`config.mk`:
```
export PLATFORM = sky130hd
export DESIGN_NAME = sync_length_crc16_frame_receiver_unit
export DESIGN_NICKNAME = d
export VERILOG_FILES = /design/src/sv/slcfr_pkg.sv /design/src/sv/slcfr_ctrl.sv /design/src/sv/slcfr_dpath.sv /design/src/sv/sync_length_crc16_frame_receiver_unit.sv
export SDC_FILE = /design/constraint.sdc
export NUM_CORES = 1
export LEC_CHECK = 0
export ABC_AREA = 1
export BUFFER_PORTS_ARGS = -buffer_cell sky130_fd_sc_hd__buf_2
export CAP_MARGIN = 20
export CORE_MARGIN = 2
export CORE_UTILIZATION = 43
export CTS_BUF_LIST = sky130_fd_sc_hd__clkbuf_8
export DETAILED_ROUTE_END_ITERATION = 12
export GPL_TIMING_DRIVEN = 1
export PLACE_DENSITY_LB_ADDON = 0.08
export SKIP_LAST_GASP = 1
export SYNTH_ARGS = -nofsm -noshare
export SYNTH_HDL_FRONTEND = slang
export SYNTH_SLANG_ARGS = --single-unit
```
`constraint.sdc`:
```
create_clock -name clk -period 6.5 [get_ports clk]
set_input_delay 1.3 -clock clk [delete_from_list [all_inputs] [get_ports clk]]
set_output_delay 1.3 -clock clk [all_outputs]
set_load 0.02 [all_outputs]
```
`src/sv/slcfr_pkg.sv`:
```
// shared types, constants and crc step function for the frame receiver
// no dependencies
`default_nettype none

package slcfr_pkg;

    localparam int RESULT_CAP = 59;

    localparam logic [7:0]  SYNC_BYTE_RST   = 8'd52;
    localparam logic [15:0] CRC_POLY_RST    = 16'd4129;
    localparam logic [15:0] CRC_SEED_RST    = 16'hFFFF;
    localparam logic [5:0]  MAX_PAYLOAD_RST = 6'd59;

    localparam logic [1:0] REG_SYNC_BYTE   = 2'd0;
    localparam logic [1:0] REG_CRC_POLY    = 2'd1;
    localparam logic [1:0] REG_CRC_SEED    = 2'd2;
    localparam logic [1:0] REG_MAX_PAYLOAD = 2'd3;

    typedef enum logic [5:0] {
        S_HUNT      = 6'b000001,
        S_LEN       = 6'b000010,
        S_DATA      = 6'b000100,
        S_CRC_LO    = 6'b001000,
        S_CRC_HI    = 6'b010000,
        S_EMIT_RD   = 6'b100000
    } state_t;

    typedef struct packed {
        logic crc_seed_ld;
        logic crc_feed_en;
        logic len_ld;
        logic data_wr;
        logic crc_lo_ld;
        logic emit_clr;
        logic out_load;
    } cmd_t;

    typedef struct packed {
        logic sync_hit;
        logic len_ok;
        logic data_done;
        logic crc_ok;
        logic emit_last;
        logic out_free;
    } status_t;

    // one byte through the crc, msb first
    function automatic logic [15:0] crc_feed(input logic [15:0] crc_in,
                                             input logic [7:0]  data,
                                             input logic [15:0] poly);
        logic [15:0] c;
        c = crc_in ^ {data, 8'h00};
        for (int k = 0; k < 8; k++) begin
            if (c[15])
            begin
                c = {c[14:0], 1'b0} ^ poly;
            end
            else
            begin
                c = {c[14:0], 1'b0};
            end
        end
        return c;
    endfunction

endpackage

`default_nettype wire

```
`src/sv/slcfr_ctrl.sv`:
```
// frame parse and burst controller state machine
// depends on slcfr_pkg
`default_nettype none

module slcfr_ctrl (
    input  wire logic              clk,
    input  wire logic              rst_n,
    input  wire logic              in_valid,
    input  wire slcfr_pkg::status_t sts,
    output logic                   in_stall,
    output slcfr_pkg::cmd_t        cmd
);

    slcfr_pkg::state_t state_reg;
    slcfr_pkg::state_t state_next;
    logic              wait_reg;
    logic              wait_next;
    logic              acc;

    assign in_stall = (state_reg == slcfr_pkg::S_EMIT_RD) || wait_reg;
    assign acc      = in_valid && !in_stall;

    always_comb
    begin
        state_next = state_reg;
        wait_next  = wait_reg;
        cmd        = '0;
        unique case (state_reg)
            slcfr_pkg::S_HUNT:
            begin
                if (acc && sts.sync_hit)
                begin
                    cmd.crc_seed_ld = 1'b1;
                    state_next      = slcfr_pkg::S_LEN;
                end
            end
            slcfr_pkg::S_LEN:
            begin
                if (acc)
                begin
                    if (sts.len_ok)
                    begin
                        cmd.len_ld      = 1'b1;
                        cmd.crc_feed_en = 1'b1;
                        state_next      = slcfr_pkg::S_DATA;
                    end
                    else
                    begin
                        state_next = slcfr_pkg::S_HUNT;
                    end
                end
            end
            slcfr_pkg::S_DATA:
            begin
                if (acc)
                begin
                    cmd.data_wr     = 1'b1;
                    cmd.crc_feed_en = 1'b1;
                    if (sts.data_done)
                    begin
                        state_next = slcfr_pkg::S_CRC_LO;
                    end
                end
            end
            slcfr_pkg::S_CRC_LO:
            begin
                if (acc)
                begin
                    cmd.crc_lo_ld = 1'b1;
                    state_next    = slcfr_pkg::S_CRC_HI;
                end
            end
            slcfr_pkg::S_CRC_HI:
            begin
                if (acc)
                begin
                    if (sts.crc_ok)
                    begin
                        cmd.emit_clr = 1'b1;
                        state_next   = slcfr_pkg::S_EMIT_RD;
                    end
                    else
                    begin
                        state_next = slcfr_pkg::S_HUNT;
                    end
                end
            end
            slcfr_pkg::S_EMIT_RD:
            begin
                if (!wait_reg)
                begin
                    wait_next = 1'b1;
                end
                else if (sts.out_free)
                begin
                    cmd.out_load = 1'b1;
                    wait_next    = 1'b0;
                    if (sts.emit_last)
                    begin
                        state_next = slcfr_pkg::S_HUNT;
                    end
                end
            end
            default:
            begin
                state_next = slcfr_pkg::S_HUNT;
                wait_next  = 1'b0;
            end
        endcase
    end

    always_ff @(posedge clk or negedge rst_n)
    begin
        if (!rst_n)
        begin
            state_reg <= slcfr_pkg::S_HUNT;
            wait_reg  <= 1'b0;
        end
        else
        begin
            state_reg <= state_next;
            wait_reg  <= wait_next;
        end
    end

endmodule

`default_nettype wire

```
`src/sv/slcfr_dpath.sv`:
```
// config registers, crc, payload store and output register
// depends on slcfr_pkg
`default_nettype none

module slcfr_dpath #(
    parameter int BUFFER_BYTES = 64
) (
    input  wire logic              clk,
    input  wire logic              rst_n,
    input  wire logic              cfg_we,
    input  wire logic [1:0]        cfg_index,
    input  wire logic [15:0]       cfg_data,
    input  wire logic [7:0]        rx_byte,
    input  wire logic              out_stall,
    input  wire slcfr_pkg::cmd_t   cmd,
    output slcfr_pkg::status_t     sts,
    output logic                   out_valid,
    output logic [7:0]             payload_byte,
    output logic [5:0]             byte_index,
    output logic [5:0]             payload_length,
    output logic                   last
);

    localparam int ADDR_W = $clog2(BUFFER_BYTES);
    localparam int LIM_CAP_INT = (BUFFER_BYTES < slcfr_pkg::RESULT_CAP) ?
                                 BUFFER_BYTES : slcfr_pkg::RESULT_CAP;
    localparam logic [5:0] LIM_CAP = 6'(LIM_CAP_INT);

    logic [7:0]  sync_byte_reg;
    logic [15:0] crc_poly_reg;
    logic [15:0] crc_seed_reg;
    logic [5:0]  max_payload_reg;

    logic [15:0] crc_reg;
    logic [7:0]  crc_lo_reg;
    logic [5:0]  frame_len_reg;
    logic [5:0]  bytes_seen_reg;
    logic [5:0]  rd_idx_reg;
    logic [7:0]  rd_data_reg;

    logic        out_valid_reg;
    logic [7:0]  payload_byte_reg;
    logic [5:0]  byte_index_reg;
    logic [5:0]  payload_length_reg;
    logic        last_reg;

    logic [7:0]  payload_mem [BUFFER_BYTES];

    logic [5:0]  limit_len;
    logic [15:0] crc_in;
    logic [15:0] crc_step;
    logic [5:0]  seen_inc;
    logic [5:0]  rd_inc;

    assign limit_len = (max_payload_reg > LIM_CAP) ? LIM_CAP : max_payload_reg;
    assign crc_in    = cmd.crc_seed_ld ? crc_seed_reg : crc_reg;
    assign crc_step  = slcfr_pkg::crc_feed(crc_in, rx_byte, crc_poly_reg);
    assign seen_inc  = bytes_seen_reg + 6'd1;
    assign rd_inc    = rd_idx_reg + 6'd1;

    assign sts.sync_hit  = (rx_byte == sync_byte_reg);
    assign sts.len_ok    = (rx_byte != 8'd0) && (rx_byte <= {2'b00, limit_len});
    assign sts.data_done = (seen_inc >= frame_len_reg);
    assign sts.crc_ok    = ({rx_byte, crc_lo_reg} == crc_reg);
    assign sts.emit_last = (rd_inc == frame_len_reg);
    assign sts.out_free  = !out_valid_reg || !out_stall;

    always_ff @(posedge clk or negedge rst_n)
    begin
        if (!rst_n)
        begin
            sync_byte_reg   <= slcfr_pkg::SYNC_BYTE_RST;
            crc_poly_reg    <= slcfr_pkg::CRC_POLY_RST;
            crc_seed_reg    <= slcfr_pkg::CRC_SEED_RST;
            max_payload_reg <= slcfr_pkg::MAX_PAYLOAD_RST;
        end
        else if (cfg_we)
        begin
            unique case (cfg_index)
                slcfr_pkg::REG_SYNC_BYTE:   sync_byte_reg   <= cfg_data[7:0];
                slcfr_pkg::REG_CRC_POLY:    crc_poly_reg    <= cfg_data;
                slcfr_pkg::REG_CRC_SEED:    crc_seed_reg    <= cfg_data;
                slcfr_pkg::REG_MAX_PAYLOAD: max_payload_reg <= cfg_data[5:0];
                default:                    sync_byte_reg   <= sync_byte_reg;
            endcase
        end
    end

    always_ff @(posedge clk or negedge rst_n)
    begin
        if (!rst_n)
        begin
            crc_reg        <= '0;
            crc_lo_reg     <= '0;
            frame_len_reg  <= '0;
            bytes_seen_reg <= '0;
            rd_idx_reg     <= '0;
        end
        else
        begin
            if (cmd.crc_seed_ld || cmd.crc_feed_en)
            begin
                crc_reg <= crc_step;
            end
            if (cmd.len_ld)
            begin
                frame_len_reg  <= rx_byte[5:0];
                bytes_seen_reg <= '0;
            end
            else if (cmd.data_wr)
            begin
                bytes_seen_reg <= seen_inc;
            end
            if (cmd.crc_lo_ld)
            begin
                crc_lo_reg <= rx_byte;
            end
            if (cmd.emit_clr)
            begin
                rd_idx_reg <= '0;
            end
            else if (cmd.out_load)
            begin
                rd_idx_reg <= rd_inc;
            end
        end
    end

    // payload store, registered read
    always_ff @(posedge clk)
    begin
        if (cmd.data_wr)
        begin
            payload_mem[ADDR_W'(bytes_seen_reg)] <= rx_byte;
        end
        rd_data_reg <= payload_mem[ADDR_W'(rd_idx_reg)];
    end

    always_ff @(posedge clk or negedge rst_n)
    begin
        if (!rst_n)
        begin
            out_valid_reg <= 1'b0;
        end
        else if (cmd.out_load)
        begin
            out_valid_reg <= 1'b1;
        end
        else if (!out_stall)
        begin
            out_valid_reg <= 1'b0;
        end
    end

    always_ff @(posedge clk)
    begin
        if (cmd.out_load)
        begin
            payload_byte_reg   <= rd_data_reg;
            byte_index_reg     <= rd_idx_reg;
            payload_length_reg <= frame_len_reg;
            last_reg           <= sts.emit_last;
        end
    end

    assign out_valid      = out_valid_reg;
    assign payload_byte   = payload_byte_reg;
    assign byte_index     = byte_index_reg;
    assign payload_length = payload_length_reg;
    assign last           = last_reg;

endmodule

`default_nettype wire

```
`src/sv/sync_length_crc16_frame_receiver_unit.sv`:
```
// top level of the sync/length/crc-16 frame receiver
// depends on slcfr_pkg, slcfr_ctrl and slcfr_dpath
//
// input channel: rx_byte with in_valid/in_stall, one word per received byte
// output channel: payload_byte, byte_index, payload_length, last with
//   out_valid/out_stall, one word per payload byte of a frame whose crc matched
// config port: cfg_we, cfg_index, cfg_data; write only while the block is idle
// while parsing, a byte is taken every cycle; the crc update for each sync,
//   length and payload byte is done in the cycle it is taken
// after the crc high byte the input stalls while the payload store replays
//   the frame: each word is loaded only after a wait state that lets the
//   registered read of the store catch up, so words never come back to back
// a held out_stall freezes the output register and the burst; the input is
//   taken again once the last word is loaded, even if it still waits
// bad length or bad crc drops the frame with no output
// reset returns to sync hunting with default register values; the store
//   needs no clearing
`default_nettype none

module sync_length_crc16_frame_receiver_unit #(
    parameter int BUFFER_BYTES = 64
) (
    input  wire logic        clk,
    input  wire logic        rst_n,
    input  wire logic        cfg_we,
    input  wire logic [1:0]  cfg_index,
    input  wire logic [15:0] cfg_data,
    input  wire logic        in_valid,
    output logic             in_stall,
    input  wire logic [7:0]  rx_byte,
    output logic             out_valid,
    input  wire logic        out_stall,
    output logic [7:0]       payload_byte,
    output logic [5:0]       byte_index,
    output logic [5:0]       payload_length,
    output logic             last
);

    slcfr_pkg::cmd_t    cmd;
    slcfr_pkg::status_t sts;

    slcfr_ctrl u_ctrl (
        .clk      (clk),
        .rst_n    (rst_n),
        .in_valid (in_valid),
        .sts      (sts),
        .in_stall (in_stall),
        .cmd      (cmd)
    );

    slcfr_dpath #(
        .BUFFER_BYTES (BUFFER_BYTES)
    ) u_dpath (
        .clk            (clk),
        .rst_n          (rst_n),
        .cfg_we         (cfg_we),
        .cfg_index      (cfg_index),
        .cfg_data       (cfg_data),
        .rx_byte        (rx_byte),
        .out_stall      (out_stall),
        .cmd            (cmd),
        .sts            (sts),
        .out_valid      (out_valid),
        .payload_byte   (payload_byte),
        .byte_index     (byte_index),
        .payload_length (payload_length),
        .last           (last)
    );

endmodule

`default_nettype wire

```
==> results.py, run 1 <==
metrics = {
    "status": {
        "outcome": "finished clean",
    },
    "floorplan": {
        "die_x_um": 263.1,
        "dieArea_um2": 69240,
        "die_y_um": 263.1,
        "ioPinCount": 54,
        "start_util_pct": 43.22,
        "fp.coreArea_um2": 66800,
        "std_cell_rows": 95,
    },
    "critical_path": {
        "crit_type": "input port to flop",
        "endpoint": "u_dpath.crc_reg[3]",
        "r2r-start": "u_ctrl.state_reg[0]",
        "critical_path.max_stage_delay_ns": 0.46,
        "end_kind": "flop",
        "critical_path.max_fanout": 31,
        "crit_slowest_cell": "nand2_2",
        "crit_top_cell": "nand2_1",
        "reg2regPathDepth": 27,
        "cp-start-kind": "input port",
        "required_ns": 7.08,
        "reg2reg_to": "u_dpath.crc_reg[3]",
        "cp-startpoint": "rx_byte[7]",
        "reg2reg_setup_slack_ns": 1.15,
        "crit_arrival_ns": 6.30,
    },
    "sta": {
        "fin_crit_ns": 5.719,
        "slew_headroom_pct": 29.83,
        "fmax_ghz": 0.1748,
        "rsz0062_at_grt": "false",
        "final.setup.tns_ns": 0,
        "slew_viol_final": 0,
        "fin_crit_sh_pct": 87.99,
        "tightest_slew_ns": 1.050,
        "skew_ns": 0.03546,
        "hold_viol_final": 0,
        "finalSetupViolCount": 0,
    },
    "cts": {
        "cts_tree": "yes",
        "cts_buffer_depth": 3,
        "clockRootBuffer": "clkbuf_8",
        "post_cts_buffers": 0,
        "cts_hold_buf": 0,
        "post_cts_resized": 0,
        "clk_pin_slew_ns": 0.06,
        "clk_latency_ns": 0.72,
        "htree_num_levels": 3,
        "cts.sinks": 637,
        "cts_buffers": 106,
    },
    "placed_design": {
        "place_inst": 3619,
        "post-dp-hpwl_mm": 53.21,
        "gp_congestion": 0.8942,
        "io_buffers": 53,
    },
    "layout": {
        "fillers": 6216,
        "fin_cells": 3812,
        "syn2layout_area_growth_pct": 9.988,
        "largest_reg_flops": 512,
        "top_register": "u_dpath.payload_mem",
        "ff_latch_area_um2": 18610,
        "final_net_count": 2899,
        "drive_above_1_share_pct": 10.35,
        "multi_input_area_um2": 8855,
    },
    "synthesis": {
        "synth.net_count": 2869,
        "synth_edf_count": 533,
        "avgSynthCellArea_um2": 10.22,
        "yosysSeqAreaShare_pct": 64.43,
        "ys.flop_type": "edfxtp_1",
        "synthCells": 2824,
        "ys_async_sr_fraction_pct": 15.07,
        "ys_seq_elements": 637,
        "synth_warnings": 0,
        "yosysUniqueCellTypes": 47,
        "syn_area_um2": 28870,
    },
    "drt": {
        "drc": 0,
        "firstDrtPassIters": 5,
        "drt-initial-drc-count": 1836,
        "avgViaCountPerCell": 5.566,
        "ant_nets": 0,
        "vias": 21216,
        "wl_per_cell_um": 22.50,
        "wirelength_mm": 85.77,
    },
    "run": {
        "max_cap_viol_count": 0,
    },
    "power_and_ir_drop": {
        "p_per_area_nw_per_um2": 302.9,
        "leakagePower_uw": 0.01200,
        "max-vdd-ir-drop_mv": 0.1933,
    },
    "global_route": {
        "globalRouteOverflowTotal": 0,
        "grt_pass1_vias": 20524,
        "grt_pass1_wl_mm": 129.1,
        "grt.total_usage_pct": 24.57,
        "antenna_found_initial": 3,
        "grt_max_degree": 108,
    },
    "worst_hold_path": {
        "hold_class": "flop to flop",
    },
}
## power breakdown
| group | internal [µW] | switching, µW |
|---|---|---|
| Sequential | 4520 | 155 |
| Clock | 1660 | 1610 |
| Combinational | 515 | 1150 |
## metal layers
layer	vias to the layer above	share of wire [%]	global-route usage, %
met4	0	2.9	7.784
met1	10447	43	32.78
met3	152	5.4	3.676
met5	-	0	0
li1	9939	-	-
met2	678	49	41.40
## area by class of cell
type	instances	area share, %
Sequential cell	637	58.60
Multi-Input combinational cell	1840	27.88
Clock buffer	111	4.811
Tap cell	873	3.439
Inverter	176	2.100
Timing Repair Buffer	93	1.867
Clock inverter	81	1.288
Antenna cell	1	0.007880
## cells by family (layout without fill, tap and decap cells)
group	Yosys count	in the layout	synth area share, %
AOI/OAI and AO/OA	615	615	11.77
xor gates and xnor gates	49	49	1.538
adders and majority gates	14	14	0.6067
buffers and inverters	347	461	4.931
DFF	637	637	64.43
other	0	1	0
and+or+nand+nor	1162	1162	16.72
## synth_stat cells (8+ instances only)
master | n | share of area, %
nand2_1 | 475 | 6.2
buf_6 | 9 | 0.35
nand2_2 | 10 | 0.22
inv_2 | 13 | 0.17
ha_1 | 14 | 0.61
dfrtp_1 | 68 | 5.9
xor2_1 | 38 | 1.2
dfxtp_1 | 8 | 0.55
xnor2_1 | 9 | 0.27
nand3_1 | 178 | 3.1
a21oi_1 | 16 | 0.28
edfxtp_1 | 533 | 55
nor2_1 | 451 | 5.9
o221ai_1 | 17 | 0.52
o22ai_1 | 144 | 3.1
o21ai_0 | 409 | 7.1
dfstp_2 | 28 | 2.5
buf_2 | 22 | 0.38
clkbuf_1 | 130 | 1.7
nand4_1 | 16 | 0.35
inv_1 | 160 | 2.1
## worst min path at each step
stage	endpoint	cells past startpoint	slack, ns	start
global placement	u_dpath.payload_byte[2]	0	0.39	u_dpath.rd_data_reg[2]
finish	u_dpath.payload_byte[5]	0	0.40	u_dpath.rd_data_reg[5]
global route	u_dpath.payload_byte[5]	0	0.41	u_dpath.rd_data_reg[5]
detailed placement	u_dpath.payload_byte[0]	0	0.39	u_dpath.rd_data_reg[0]
CTS	u_dpath.payload_byte[0]	0	0.40	u_dpath.rd_data_reg[0]
floorplan	u_dpath.payload_byte[0]	0	0.39	u_dpath.rd_data_reg[0]
## critical path: cells and delay by family
family,cells,cell delay [ns]
simple gates,26,3.97
compound gates,1,0.20
xor+xnor,1,0.18
buf+inv,3,0.58
## cells in the final DEF (no fill, tap or decap), types with 17 or more instances in the layout
cell type / synthesis / routed
buf_2: 22 / 52
buf_4: 7 / 39
clkbuf_8: 0 / 111
clkinv_1: 3 / 21
dfrtp_1: 68 / 65
dfstp_2: 28 / 28
edfxtp_1: 533 / 533
inv_1: 160 / 204
nand2_1: 475 / 475
nand3_1: 178 / 178
nor2_1: 451 / 450
o21ai_0: 409 / 409
o221ai_1: 17 / 17
o22ai_1: 144 / 144
xor2_1: 38 / 38
## stage by stage
step | area [µm²] | util, % | worst slack [ns] | hold slack (ns) | power [µW]
2_1_floorplan | 28870 | - | 2.080 | 0.3855 | 6014
3_3_place_gp | 29810 | 44.63 | 0.2519 | 0.3914 | 6402
3_5_place_dp | 29820 | 44.64 | 0.1253 | 0.3887 | 6415
4_1_cts | 31760 | 47.54 | 0.8625 | 0.4038 | 9693
5_1_grt | 31760 | 47.54 | 0.1699 | 0.4143 | 10100
6_report | 31760 | 47.54 | 0.7808 | 0.4036 | 9620
No activity file was read; power rests on OpenSTA's default activity.
==> run 2: changes to the inputs <==
--- a/config.mk
+++ b/config.mk
@@ -13,6 +13,7 @@
 export CTS_BUF_LIST = sky130_fd_sc_hd__clkbuf_8
 export DETAILED_ROUTE_END_ITERATION = 12
 export GPL_TIMING_DRIVEN = 1
+export MAX_ROUTING_LAYER = met4
 export PLACE_DENSITY_LB_ADDON = 0.08
 export SKIP_LAST_GASP = 1
 export SYNTH_ARGS = -nofsm -noshare
==> run 2 against run 1 <==
Net effect: clock power about the same; sequential share of layout area about the same; combinational power about the same; first-iteration DRC count increased by 3.1%; largest power group unchanged; fmax increased by 0.20%.
==> results.py, run 2 (synthesis results as in run 1) <==
metrics = {
    "layout": {
        "final_cell_mix": "edfxtp_1 (533), nand2_1 (475), nor2_1 (450)",
        "largest_reg_flops": 512,
        "drive_above_1_share_pct": 10.34,
        "fin_cells": 3814,
        "fillers": 6320,
        "final_common_cell": "edfxtp_1",
        "ff_latch_area_um2": 18610,
        "multi_input_area_um2": 8855,
        "syn2layout_area_growth_pct": 10.04,
        "fin_util_pct": 47.56,
        "final_net_count": 2899,
        "top_register": "u_dpath.payload_mem",
    },
    "cts": {
        "clockRootBuffer": "clkbuf_8",
        "cts.sinks": 637,
        "cts_tree": "yes",
        "clk_latency_ns": 0.73,
        "cts_hold_buf": 0,
        "cts_buffers": 106,
        "htree_num_levels": 3,
        "cts_buffer_depth": 3,
        "post_cts_resized": 0,
        "post_cts_buffers": 0,
        "clk_pin_slew_ns": 0.06,
    },
    "status": {
        "outcome": "finished clean",
    },
    "critical_path": {
        "cp_num_buf_inv": 3,
        "crit_top_cell": "nand2_1",
        "crit_arrival_ns": 6.28,
        "critical_path.max_stage_delay_ns": 0.44,
        "end_kind": "flop",
        "crit_slowest_cell": "nand2_2",
        "critical_path.max_fanout": 31,
        "crit_type": "input port to flop",
        "cp-start-kind": "input port",
        "required_ns": 7.08,
        "crit_family": "simple AND/OR/NAND/NOR gates",
    },
    "sta": {
        "fin_ws_ns": 0.7920,
        "fmax_ghz": 0.1752,
        "tightest_slew_ns": 1.047,
        "finalSetupViolCount": 0,
        "rsz0062_at_grt": "false",
        "skew_ns": 0.04425,
        "slew_viol_final": 0,
        "fin_crit_sh_pct": 87.81,
        "hold_viol_final": 0,
        "fin_crit_ns": 5.708,
        "final.setup.tns_ns": 0,
        "slew_headroom_pct": 29.99,
    },
    "drt": {
        "ant_nets": 0,
        "wirelength_mm": 85.91,
        "firstDrtPassIters": 5,
        "vias": 21193,
        "wl_per_cell_um": 22.53,
        "drt-initial-drc-count": 1892,
        "drc": 0,
        "avgViaCountPerCell": 5.557,
    },
    "placed_design": {
        "post-dp-hpwl_mm": 53.49,
        "gp_congestion": 0.8929,
        "preCtsSetupSlack_ns": 0.1739,
        "place_inst": 3617,
        "io_buffers": 53,
    },
    "global_route": {
        "grt_pass1_wl_mm": 129.4,
        "antenna_found_initial": 4,
        "grt.total_usage_pct": 25.43,
        "globalRouteOverflowTotal": 0,
        "grt_pass1_vias": 20458,
        "grt_max_degree": 128,
    },
    "power_and_ir_drop": {
        "p_per_area_nw_per_um2": 303.7,
        "internal_power_uw": 6707,
        "switching_share_pct": 30.48,
        "max-vdd-ir-drop_mv": 0.1946,
        "clkPwrFrac_pct": 34.1,
        "p_switching_uw": 2941,
        "leakagePower_uw": 0.01200,
        "seqPwrFrac_pct": 48.5,
        "comb_power_share_pct": 17.4,
    },
    "floorplan": {
        "die_x_um": 263.1,
        "die_y_um": 263.1,
        "std_cell_rows": 95,
        "start_util_pct": 43.22,
        "dieArea_um2": 69240,
        "ioPinCount": 54,
        "fp.coreArea_um2": 66800,
    },
    "run": {
        "max_cap_viol_count": 0,
    },
    "worst_hold_path": {
        "hold_class": "flop to flop",
    },
}
run 2: changes by cell type in the layout (fill, tap and decap cells not counted), sizes merged:
cell      previous run  this run
inv                223       218
clkbuf             111       112
clkinv              30        36
clkinvlp             2         1
diode                1         2
run 2: final cells by class:
class                           instances  share of cell area [%]
Antenna cell                            2                 0.01575
Clock buffer                          112                   4.852
Clock inverter                         81                   1.296
Inverter                              176                   2.099
Multi-Input combinational cell       1840                   27.87
Sequential cell                       637                   58.58
Tap cell                              873                   3.438
Timing Repair Buffer                   93                   1.851
run 2: worst register-to-register path, delay by kind of cell, from the launching register on:
kind	cells	cell delay (ns)
simple gates	30	4.61
flops	1	0.55
buf+inv	1	0.08
run 2: path summary, 6_finish.rpt:
check	cells after the start	endpoint	startpoint	slack, ns
worst max-delay path	34	u_dpath.crc_reg[5]	rx_byte[6]	0.79
worst min-delay path	0	u_dpath.payload_byte[4]	u_dpath.rd_data_reg[4]	0.40
worst max register to register	31	u_dpath.crc_reg[5]	u_ctrl.state_reg[0]	1.11
worst min register to register	0	u_dpath.payload_byte[4]	u_dpath.rd_data_reg[4]	0.40
max in group asynchronous	2	u_dpath.crc_seed_reg[2]	rst_n	4.74
min in group asynchronous	1	u_dpath.bytes_seen_reg[0]	rst_n	0.73
run 2: power by group through the flow:
stage | clock network (µW) | logic (µW) | registers (µW)
after floorplan | 0 | 1370 | 4650
after global placement | 0 | 1640 | 4760
after detailed placement | 0 | 1660 | 4760
after CTS | 3360 | 1670 | 4680
after global routing | 3530 | 1890 | 4690
final | 3290 | 1670 | 4680
run 2: per-layer routing:
layer / vias to the layer above / global-route usage (%) / part of all wire [%]
met5: - / - / 0
met2: 728 / 40.54 / 48
met4: 0 / 8.849 / 3.5
met1: 10352 / 33.41 / 43
met3: 178 / 3.676 / 5.9
li1: 9935 / - / -
run 2: per-stage QoR:
| step | instance area (µm²) | hold WS [ns] | total power, µW |
|---|---|---|---|
| 3_3_place_gp | 29790 | 0.3914 | 6402 |
| 4_1_cts | 31740 | 0.4041 | 9706 |
| 5_1_grt | 31770 | 0.4178 | 10110 |
| 6_report | 31770 | 0.4035 | 9649 |
| 2_1_floorplan | 28870 | 0.3855 | 6014 |
| 3_5_place_dp | 29790 | 0.3887 | 6422 |
